`src/hdl/bcs_pkg.sv`:
```
package bcs_pkg;

    localparam int CFG_DATA_BITS  = 16;
    localparam int CFG_INDEX_BITS = 2;

    // operation codes
    localparam logic [1:0] OP_BODY   = 2'd0;
    localparam logic [1:0] OP_SWITCH = 2'd1;
    localparam logic [1:0] OP_TICK   = 2'd2;

    // mode codes
    localparam logic [1:0] MODE_OFF   = 2'd0;
    localparam logic [1:0] MODE_DRIVE = 2'd1;
    localparam logic [1:0] MODE_FAULT = 2'd2;

    // register indexes
    localparam logic [CFG_INDEX_BITS-1:0] CFG_INPUT_TIMEOUT  = 2'd0;
    localparam logic [CFG_INDEX_BITS-1:0] CFG_SWITCH_TIMEOUT = 2'd1;
    localparam logic [CFG_INDEX_BITS-1:0] CFG_DARKNESS       = 2'd2;

    localparam logic [15:0] INPUT_TIMEOUT_RESET  = 16'd100;
    localparam logic [15:0] SWITCH_TIMEOUT_RESET = 16'd100;
    localparam logic [6:0]  DARKNESS_RESET       = 7'd30;

    typedef struct packed {
        logic [1:0]  operation;
        logic [31:0] time_now;
        logic [3:0]  rolling_count;
        logic        driver_door_open;
        logic        passenger_door_open;
        logic [6:0]  ambient_level;
        logic        ignition;
        logic        unlock_press;
        logic        lock_press;
        logic        hazard_press;
        logic        manual_lights;
        logic        auto_lights;
    } bcs_in_t;

    typedef struct packed {
        logic [1:0] mode;
        logic       locked;
        logic       cabin_light;
        logic       head_lamps;
        logic       hazard_lamps;
        logic       diag_fault;
        logic [3:0] status_count;
    } bcs_out_t;

    typedef struct packed {
        logic       driver_door_open;
        logic       passenger_door_open;
        logic [6:0] ambient_level;
        logic       ignition;
    } bcs_body_t;

    typedef struct packed {
        logic unlock_press;
        logic lock_press;
        logic hazard_press;
        logic manual_lights;
        logic auto_lights;
    } bcs_switch_t;

    // per-message supervision status
    typedef struct packed {
        logic seen;
        logic stale;
        logic cnt_fault;
    } bcs_track_t;

endpackage

```
`src/hdl/bcs_msg_tracker.sv`:
```
module bcs_msg_tracker
    import bcs_pkg::*;
#(
    parameter int TIME_BITS = 32
) (
    input  logic        aclk,
    input  logic        aresetn,
    input  logic        load,
    input  logic [3:0]  rolling_count,
    input  logic [31:0] time_now,
    input  logic [15:0] timeout,
    output bcs_track_t  status
);

    logic                 seen_reg, seen_next;
    logic [3:0]           last_count_reg, last_count_next;
    logic                 cnt_fault_reg, cnt_fault_next;
    logic [TIME_BITS-1:0] arrival_reg, arrival_next;
    logic [TIME_BITS-1:0] now_t;
    logic [TIME_BITS-1:0] elapsed;

    assign now_t   = TIME_BITS'(time_now);
    // wrapping age of the last message
    assign elapsed = now_t - arrival_reg;

    always_comb begin
        seen_next       = seen_reg;
        last_count_next = last_count_reg;
        cnt_fault_next  = cnt_fault_reg;
        arrival_next    = arrival_reg;
        if (load) begin
            if (seen_reg && (rolling_count != last_count_reg + 4'd1)) begin
                cnt_fault_next = 1'b1;
            end
            seen_next       = 1'b1;
            last_count_next = rolling_count;
            arrival_next    = now_t;
        end
    end

    always_ff @(posedge aclk) begin
        if (!aresetn) begin
            seen_reg       <= 1'b0;
            last_count_reg <= '0;
            cnt_fault_reg  <= 1'b0;
            arrival_reg    <= '0;
        end else begin
            seen_reg       <= seen_next;
            last_count_reg <= last_count_next;
            cnt_fault_reg  <= cnt_fault_next;
            arrival_reg    <= arrival_next;
        end
    end

    assign status.seen      = seen_reg;
    assign status.stale     = !seen_reg || (elapsed > TIME_BITS'(timeout));
    assign status.cnt_fault = cnt_fault_reg;

endmodule

```
`src/hdl/body_control_supervisor.sv`:
```
// Body control supervisor.
// Input channel s_valid/s_ready/s_data carries body-input messages, driver-switch
// messages and ticks. Messages update the stored body and switch state and give
// no result; each tick gives one status result on m_valid/m_ready/m_data.
// Operation code three is dropped without effect.
// Configuration (timeouts and darkness threshold) is written through
// cfg_wr_en/cfg_index/cfg_wr_data. It must be written only while the block
// is idle; the block itself does not enforce this. An item is captured in the
// input register, evaluated against the stored state once it can advance, and
// the tick result is registered. One item per cycle is taken, limited only by
// the result register: a tick waits in the input register while an untaken
// result is held, messages pass regardless.
// A stalled receiver therefore stops the input side only once a tick meets a
// full result register. Reset (aresetn low, synchronous) empties both
// registers, clears all message state and counters, unlocks the latch and
// loads the register defaults (timeouts 100 ms, threshold 30 percent).
module body_control_supervisor
    import bcs_pkg::*;
#(
    parameter int TIME_BITS = 32
) (
    input  logic                      aclk,
    input  logic                      aresetn,
    input  logic                      s_valid,
    output logic                      s_ready,
    input  bcs_in_t                   s_data,
    output logic                      m_valid,
    input  logic                      m_ready,
    output bcs_out_t                  m_data,
    input  logic                      cfg_wr_en,
    input  logic [CFG_INDEX_BITS-1:0] cfg_index,
    input  logic [CFG_DATA_BITS-1:0]  cfg_wr_data
);

    logic        in_valid_reg, in_valid_next;
    bcs_in_t     in_data_reg;
    logic        out_valid_reg, out_valid_next;
    bcs_out_t    out_data_reg;
    logic [15:0] in_timeout_reg;
    logic [15:0] sw_timeout_reg;
    logic [6:0]  dark_reg;
    bcs_body_t   body_reg, body_next;
    bcs_switch_t switch_reg, switch_next;
    logic        lock_reg, lock_next;
    logic [3:0]  alive_reg, alive_next;

    logic        advance;
    logic        is_body, is_switch, is_tick;
    bcs_track_t  body_trk, switch_trk;
    logic        fault;
    logic        door_open;
    bcs_out_t    result;

    assign is_body   = in_data_reg.operation == OP_BODY;
    assign is_switch = in_data_reg.operation == OP_SWITCH;
    assign is_tick   = in_data_reg.operation == OP_TICK;

    // only a tick needs room in the result register
    assign advance = in_valid_reg && (!is_tick || !out_valid_reg || m_ready);
    assign s_ready = !in_valid_reg || advance;

    bcs_msg_tracker #(.TIME_BITS(TIME_BITS)) u_body_trk (
        .aclk          (aclk),
        .aresetn       (aresetn),
        .load          (advance && is_body),
        .rolling_count (in_data_reg.rolling_count),
        .time_now      (in_data_reg.time_now),
        .timeout       (in_timeout_reg),
        .status        (body_trk)
    );

    bcs_msg_tracker #(.TIME_BITS(TIME_BITS)) u_switch_trk (
        .aclk          (aclk),
        .aresetn       (aresetn),
        .load          (advance && is_switch),
        .rolling_count (in_data_reg.rolling_count),
        .time_now      (in_data_reg.time_now),
        .timeout       (sw_timeout_reg),
        .status        (switch_trk)
    );

    assign fault = body_trk.stale || switch_trk.stale ||
                   body_trk.cnt_fault || switch_trk.cnt_fault;
    assign door_open = body_reg.driver_door_open || body_reg.passenger_door_open;

    always_comb begin
        body_next   = body_reg;
        switch_next = switch_reg;
        lock_next   = lock_reg;
        alive_next  = alive_reg;

        result.mode         = MODE_FAULT;
        result.cabin_light  = 1'b0;
        result.head_lamps   = 1'b0;
        result.hazard_lamps = 1'b0;
        result.diag_fault   = fault;

        if (advance && is_body) begin
            body_next.driver_door_open    = in_data_reg.driver_door_open;
            body_next.passenger_door_open = in_data_reg.passenger_door_open;
            body_next.ambient_level       = in_data_reg.ambient_level;
            body_next.ignition            = in_data_reg.ignition;
        end
        if (advance && is_switch) begin
            switch_next.unlock_press  = in_data_reg.unlock_press;
            switch_next.lock_press    = in_data_reg.lock_press;
            switch_next.hazard_press  = in_data_reg.hazard_press;
            switch_next.manual_lights = in_data_reg.manual_lights;
            switch_next.auto_lights   = in_data_reg.auto_lights;
        end

        if (body_trk.seen && switch_trk.seen) begin
            result.hazard_lamps = switch_reg.hazard_press;
            if (!fault) begin
                // unlock wins over lock, lock only with both doors shut
                if (advance && is_tick) begin
                    if (switch_reg.unlock_press) begin
                        lock_next = 1'b0;
                    end else if (switch_reg.lock_press && !door_open) begin
                        lock_next = 1'b1;
                    end
                end
                result.cabin_light = door_open;
                result.head_lamps  = switch_reg.manual_lights ||
                                     (switch_reg.auto_lights &&
                                      (body_reg.ambient_level <= dark_reg));
                result.mode = body_reg.ignition ? MODE_DRIVE : MODE_OFF;
            end
        end

        if (advance && is_tick) begin
            alive_next = alive_reg + 4'd1;
        end
        result.locked       = lock_next;
        result.status_count = alive_next;
    end

    always_comb begin
        in_valid_next = in_valid_reg;
        if (s_valid && s_ready) begin
            in_valid_next = 1'b1;
        end else if (advance) begin
            in_valid_next = 1'b0;
        end

        out_valid_next = out_valid_reg;
        if (advance && is_tick) begin
            out_valid_next = 1'b1;
        end else if (m_ready) begin
            out_valid_next = 1'b0;
        end
    end

    always_ff @(posedge aclk) begin
        if (!aresetn) begin
            in_valid_reg   <= 1'b0;
            out_valid_reg  <= 1'b0;
            in_timeout_reg <= INPUT_TIMEOUT_RESET;
            sw_timeout_reg <= SWITCH_TIMEOUT_RESET;
            dark_reg       <= DARKNESS_RESET;
            body_reg       <= '0;
            switch_reg     <= '0;
            lock_reg       <= 1'b0;
            alive_reg      <= '0;
        end else begin
            in_valid_reg  <= in_valid_next;
            out_valid_reg <= out_valid_next;
            body_reg      <= body_next;
            switch_reg    <= switch_next;
            lock_reg      <= lock_next;
            alive_reg     <= alive_next;
            if (cfg_wr_en) begin
                case (cfg_index)
                    CFG_INPUT_TIMEOUT:  in_timeout_reg <= cfg_wr_data;
                    CFG_SWITCH_TIMEOUT: sw_timeout_reg <= cfg_wr_data;
                    CFG_DARKNESS:       dark_reg       <= cfg_wr_data[6:0];
                    default: ;
                endcase
            end
        end
    end

    always_ff @(posedge aclk) begin
        if (s_valid && s_ready) begin
            in_data_reg <= s_data;
        end
        if (advance && is_tick) begin
            out_data_reg <= result;
        end
    end

    assign m_valid = out_valid_reg;
    assign m_data  = out_data_reg;

    a_fault_mode: assert property (@(posedge aclk) disable iff (!aresetn)
        m_valid |-> (m_data.diag_fault == (m_data.mode == MODE_FAULT)))
        else $error("diag_fault and fault mode disagree");

    a_fault_dark: assert property (@(posedge aclk) disable iff (!aresetn)
        (m_valid && m_data.diag_fault) |-> (!m_data.cabin_light && !m_data.head_lamps))
        else $error("lights on under fault");

    a_tick_result: assert property (@(posedge aclk) disable iff (!aresetn)
        (advance && is_tick) |=> m_valid)
        else $error("tick left no result");

    a_lock_frozen: assert property (@(posedge aclk) disable iff (!aresetn)
        !(advance && is_tick && !fault) |=> $stable(lock_reg))
        else $error("lock latch moved without a healthy tick");

    a_msg_no_result: assert property (@(posedge aclk) disable iff (!aresetn)
        (advance && !is_tick && !(m_valid && !m_ready)) |=> !m_valid)
        else $error("message produced a result");

endmodule

```
`config.mk`:
```
export PLATFORM = sky130hd
export DESIGN_NAME = body_control_supervisor
export DESIGN_NICKNAME = d
export VERILOG_FILES = /design/src/hdl/bcs_pkg.sv /design/src/hdl/bcs_msg_tracker.sv /design/src/hdl/body_control_supervisor.sv
export SDC_FILE = /design/constraint.sdc
export NUM_CORES = 1
export LEC_CHECK = 0
export BUFFER_PORTS_ARGS = -buffer_cell sky130_fd_sc_hd__buf_2
export CAP_MARGIN = 20
export CORE_MARGIN = 5
export CORE_UTILIZATION = 46
export DETAILED_ROUTE_END_ITERATION = 8
export PLACE_DENSITY = 0.77
export SYNTH_ARGS = -nofsm -noshare
export SYNTH_HDL_FRONTEND = slang
export SYNTH_SLANG_ARGS = --single-unit
```
`constraint.sdc`:
```
create_clock -name aclk -period 4.9 [get_ports aclk]
set_clock_uncertainty 0.1 [all_clocks]
set_input_delay 0 -clock aclk [delete_from_list [all_inputs] [get_ports aclk]]
set_output_delay 0 -clock aclk [all_outputs]
set_load 0.1 [all_outputs]
```
Word-level counts from Yosys, hierarchy flattened

Cells that the tools add are included.

Bits in registers: 201
Latch bits: 0
RAM bits: 0
Memory bits (read-only): 0
Input port bits: 76
Output and inout bits: 13
Word-level logic and storage cells: 105
Memories: 0

$add $sub $neg: 5
Multiply operators: 0
Divide/modulo/power cells: 0
Order comparisons: 3
Equality and inequality tests: 6
Shift operators: 0
Muxes and demuxes: 11
Bitwise operators: 1
Reduce and logical (&&, ||, !) cells: 36

Operator list:

| cell                                                                  | count |
|---|---|
| 32-bit by 16-bit greater-than comparator with 1-bit output            | 2 |
| 32-bit subtractor                                                     | 2 |
| 4-bit by 1-bit adder with 4-bit output, second input constant         | 3 |
| 1-bit logical AND                                                     | 10 |
| 1-bit logical OR                                                      | 10 |
| 1-bit 2-to-1 mux                                                      | 10 |
| 2-bit AND reduction                                                   | 5 |
| 4-bit inequality test                                                 | 2 |
| 7-bit <= comparator                                                   | 1 |
| 1-bit logical NOT                                                     | 6 |
| 2-bit by 1-bit equality test with 1-bit output, second input constant | 2 |
| 2-bit equality test, second input constant                            | 2 |
| 2-bit logical NOT                                                     | 2 |
| 4-bit 2-to-1 mux                                                      | 1 |
| 2-bit nonzero test                                                    | 2 |
| 2-bit OR reduction                                                    | 1 |
| 1-bit NOT                                                             | 1 |

Logic depth before layout (Yosys ltp)

Depth after elaboration: 9
Depth in mapped cells: 20
Depth with buffers taken out: 20

Cells and area by module

From an unflattened synthesis, not the netlist that was laid out.

Cells, all modules: 1298
Area total of the unflattened synthesis: 11927.7 sq um

By module, submodules not included:

| module                          | times used | cells each | area each (sq um) | seq. area each (sq um) |
|---|---|---|---|---|
| body_control_supervisor         | 1          | 352        | 4428.0            | 3143.0 |
| bcs_msg_tracker at u_body_trk   | 1          | 478        | 3764.9            | 760.7 |
| bcs_msg_tracker at u_switch_trk | 1          | 468        | 3734.8            | 760.7 |

Worst setup path after synthesis

No wires, ideal clock.

Path kind: reg2reg
From: reg in_data_reg[19] in the netlist's numbering
To: reg out_data_reg (netlist bit m_data[8]) (data pin)
Library setup time: 0.254 ns
Data arrival time: 4.209 ns
Required time: 4.546 ns
Path slack: 0.337 ns
Cell stages (with the launch flop): 20
Buffers on the path: 0
Clock period less this slack: 4.563 ns
Cells stage by stage: edfxtp_1 -> inv_1 -> ha_1 -> fa_1 -> nand2b_1 -> a21o_1 -> a221oi_4 -> nor2_1 -> o21ai_0 -> xor2_1 -> ha_1 -> nand4_1 -> or4_1 -> nor4_1 -> nor2_1 -> nor3_1 -> o2111ai_1 -> nor3_1 -> nand4_2 -> o21a_1

Longest elaborated chain between the ends: 8
Elaborated cells between the ends (all ways): 11
Classes of those cells: 2 x add/sub; 2 x order compare; 2 x mux; 5 x reduce/logical

RTL lines:

| what                                                       | line                           | RTL |
|---|---|---|
| start: declaration                                         | body_control_supervisor.sv:36  | `bcs_in_t in_data_reg;` |
| start signal: assignment                                   | body_control_supervisor.sv:185 | `in_data_reg <= s_data;` |
| 32-bit subtractor                                          | bcs_msg_tracker.sv:24          | `assign elapsed = now_t - arrival_reg;` |
| 32-bit by 16-bit greater-than comparator with 1-bit output | bcs_msg_tracker.sv:56          | `assign status.stale = !seen_reg \|\| (elapsed > TIME_BITS'(timeout));` |
| 1-bit logical OR                                           | bcs_msg_tracker.sv:56          |  |
| 1-bit logical OR (*) (2 in series)                         | body_control_supervisor.sv:82  | `assign fault = body_trk.stale \|\| switch_trk.stale \|\|` |
| 1-bit logical OR (*)                                       | body_control_supervisor.sv:83  | `body_trk.cnt_fault \|\| switch_trk.cnt_fault;` |
| via fault                                                  | body_control_supervisor.sv:50  | `logic fault;` |
| 1-bit 2-to-1 mux (*)                                       | body_control_supervisor.sv:114 | `if (!fault) begin` |
| 1-bit 2-to-1 mux (*)                                       | body_control_supervisor.sv:112 | `if (body_trk.seen && switch_trk.seen) begin` |
| via lock_next                                              | body_control_supervisor.sv:44  | `logic lock_reg, lock_next;` |
| end signal: assignment                                     | body_control_supervisor.sv:188 | `out_data_reg <= result;` |
| end: declaration                                           | body_control_supervisor.sv:38  | `bcs_out_t out_data_reg;` |

Mark *: on every way through the listed nets, which the timed path passes. The rest lies on a longest branch.
A chain may end at the register's enable or synchronous reset.

Worst setup path in the final report

From: reg in_data_reg[20] in the netlist's numbering
To: reg out_data_reg (netlist bit m_data[8]) (data pin)

Longest elaborated chain between the ends: 8
Elaborated cells between the ends (all ways): 11
Classes of those cells: 2 x add/sub; 2 x order compare; 2 x mux; 5 x reduce/logical

RTL lines:

| what                                                       | line |
|---|---|
| 32-bit subtractor                                          | bcs_msg_tracker.sv:24 |
| 32-bit by 16-bit greater-than comparator with 1-bit output | bcs_msg_tracker.sv:56 |
| 1-bit logical OR                                           | bcs_msg_tracker.sv:56 |
| 1-bit logical OR (*) (2 in series)                         | body_control_supervisor.sv:82 |
| 1-bit logical OR (*)                                       | body_control_supervisor.sv:83 |
| 1-bit 2-to-1 mux (*)                                       | body_control_supervisor.sv:114 |
| 1-bit 2-to-1 mux (*)                                       | body_control_supervisor.sv:112 |
| via lock_next                                              | body_control_supervisor.sv:44 |

Marks and branches as above.

==> results.md <==
* Dpl ws at -42.1 ps
* Grt ovf at 0
* Chip height at ~180 µm
* Sequential element share of the synthesized area at 0.366
* Post-synth top cells: nand2_1 (307), dfxtp_1 (137), a21boi_0 (118)
* Inserted Clock Buffers at 22
* Post-synth EDFFs at 64
* Flip-flop and latch count after synthesis at approximately 200
* Layout cells sized above 1 at 0.130
* Slew headroom at 0.419
* Final nets at 1837
* Mean Syn Cell Area at 8.55 µm²
* Max reg flops at 53
* Avg WL per Cell at roughly 19 µm
* Overall Global Routing Usage at 0.240
* Max Buffers Root-to-Sink at 3
* Worst reg2reg path startpoint: in_data_reg[20]
* Largest net degree at the start of global routing at just under 100
* Root Driver: clkbuf_16
* Core Box Area at ~28000 µm²
* Cell family with most CP delay: simple AND/OR/NAND/NOR gates
* CP cell instances: ha_1, nor2b_2, o2111ai_1, buf_4, a2111oi_2, or2_2, xor2_1, ha_1, nand4_1, or4_4, nor4_4, buf_4, o22ai_1, a211oi_1, and4_1, nand4_1, o21bai_2, o21a_1
* # IOs at a little under 90
* Crit. Startpoint: in_data_reg[20]
* Starting Density at 0.462
* Fill cells at about 2.4k
* Period utilization at 0.960
* DRC errors left at 0
* Worst-Margin Slew at between 800 and 900 ps
* CP startpoint kind: flip-flop
* Standard-cell rows at 61
* Total clock sinks at approximately 200
* Final Setup Violations at 0
* DIE WIDTH at approximately 180 µm
* Synth area leader: dfxtp_1
* Die area at ~31000 µm²
* Layout area overhead at 19.9%
* Synth area leaders: dfxtp_1 (22%), edfxtp_1 (15%), ha_1 (10%)
* Top-count cell post-synth: nand2_1
* DR iter-0 viols at just over 900
* DP Wirelength at ~27000 µm
* First-pass GRT wire length at approximately 60000 µm
* Final wirelength at 38500 µm
* Reg area at 4660 µm²
* Worst path slowest cell: a2111oi_2
* Worst Path Required at a little over 5000 ps
* Worst hold path class: in -> reg
* Synth unique cells at 94
* Htree depth at 1
* Vias in the first global route at around 11k
* Final WS setup at ~200 ps
* Status: finished clean
* Leakage at between 5 and 6 nW
* Critical path class: reg -> reg
* Syn_nets at ~1.7k
* FMAX at about 210 MHz
* Core Util, Final at 0.554
* Synth Instances at 1490
* Slowest Stage Delay on Critical Path at 530 ps
* Ys async rst share at 0
* Antenna-violating nets left at 0
* Most common flop cell mapped by yosys: dfxtp_1
* Tmin final at 4700 ps
* TritonRoute pass-1 iters at 5
* CP Max Fanout at 5
* Clock-pin slew on the worst setup and hold paths at 60 ps
* Worst Path Arrival at roughly 5000 ps
* Max Cap Viol at 0
* Final Max Tran Viols at 0
* Multi-input logic area at 7380 µm²
* Pwr dens at approximately 280 nW/µm²
* Final Hold Fails at 0
* Yosys top cell area share at 0.215
* Worst hold path startpoint: s_data[51]
* CTS tree: done
* Ys Warns at 0
* Via count at approximately 12k
* CP Capture Type: flip-flop
* Buf+Inv Stages, Crit Path at 2
* Peak VDD IR at 305 µV
* IO buf count at slightly below 90
* Worst-skew pair later-pin latency at roughly 520 ps
* GPL Wtd Cong at between 0.9 and 1
* Antenna violations before repair at 3
* Mapped Area at ~13000 µm²
* Vias per cell at around 5.7
[stage by stage]
stage / power [W] / hold slack, ps / TNS (ps) / instances / instance area, µm²
2_1_floorplan: 0.00241 / -1.13 / 0 / 1490 / 12700
3_3_place_gp: 0.00263 / 76.1 / 0 / 1916 / 13600
3_5_place_dp: 0.00264 / 78.1 / -106 / 1917 / 13600
4_1_cts: 0.00431 / 78.4 / 0 / 2044 / 15200
5_1_grt: 0.00452 / 92.3 / -5.58 / 2052 / 15300
6_report: 0.00434 / 88.3 / 0 / 2052 / 15300
[cells in the final DEF (no fill, tap or decap), types with 24 or more instances in the layout]
cell           instances
buf_2                 87
nor2_1                56
ha_1                 100
a21boi_0             118
xnor2_1               32
edfxtp_1              64
nor3_1                24
dlygate4sd3_1         87
a21oi_1               76
inv_1                113
buf_4                 36
nand4_1               36
nand2_1              306
dfxtp_1              137
o21ai_0               30
o21a_1                25
[area by class of cell]
| cell class | count | area share |
|---|---|---|
| Multi-Input combinational cell | 1103 | 0.483 |
| Sequential cell | 201 | 0.305 |
| Timing Repair Buffer | 213 | 0.105 |
| Clock buffer | 26 | 0.0370 |
| Tap cell | 378 | 0.0310 |
| Inverter | 114 | 0.0280 |
| Clock inverter | 14 | 0.00918 |
| Antenna cell | 3 | 0.000492 |
[routing by layer]
| metal | GRT usage | share of wire | up-vias |
|---|---|---|---|
| met4 | 0.0816 | 0.038 | 0 |
| met3 | 0.0336 | 0.073 | 99 |
| li1 | - | - | 5575 |
| met2 | 0.399 | 0.47 | 471 |
| met1 | 0.323 | 0.42 | 5482 |
| met5 | 0 | 0 | - |
[cells by family (layout without fill, tap and decap cells)]
logic type / after synthesis / in the layout / synth area share
buffers and inverters: 186 / 367 / 0.0609
XOR/XNOR: 54 / 54 / 0.0371
multiplexers: 8 / 8 / 0.00648
other: 0 / 3 / 0
AO/OA/AOI/OAI: 385 / 385 / 0.221
flip-flops: 201 / 201 / 0.366
AND/OR/NAND/NOR: 550 / 550 / 0.203
adder cells (fa/ha/maj): 106 / 106 / 0.105
[final timing paths]
path                        to  slack [ps]  cells past startpoint
min            in_data_reg[51]          90                      2
max reg2reg          m_data[8]         200                     18
min reg2reg  in_timeout_reg[1]         360                      2
max                  m_data[8]         200                     18
[worst reg2reg max path, delay by kind of cell (launching register included)]
kind / cells / cell delay [ps]
compound gates: 6 / 1290
simple gates: 7 / 1660
fa+ha+maj: 2 / 630
buf+inv: 2 / 350
xor+xnor: 1 / 70
flops: 1 / 480
[where the power goes]
part | internal (W) | switching [W] | total [W]
clock | 0.000940 | 0.000696 | 0.00164
sequential | 0.00178 | 0.0000469 | 0.00182
combinational | 0.000370 | 0.000514 | 0.000885
total | 0.00309 | 0.00126 | 0.00434
[what timing repair did]
item                                    4_1_cts  5_1_grt
gates resized for setup                       1       20
endpoints found under the setup margin        5        7
hold buffers                                 87        0
endpoints found under the hold margin       108        0
pin swaps                                     0       15
buffers inserted                              0        4
Power figures use the tool's default switching activity.
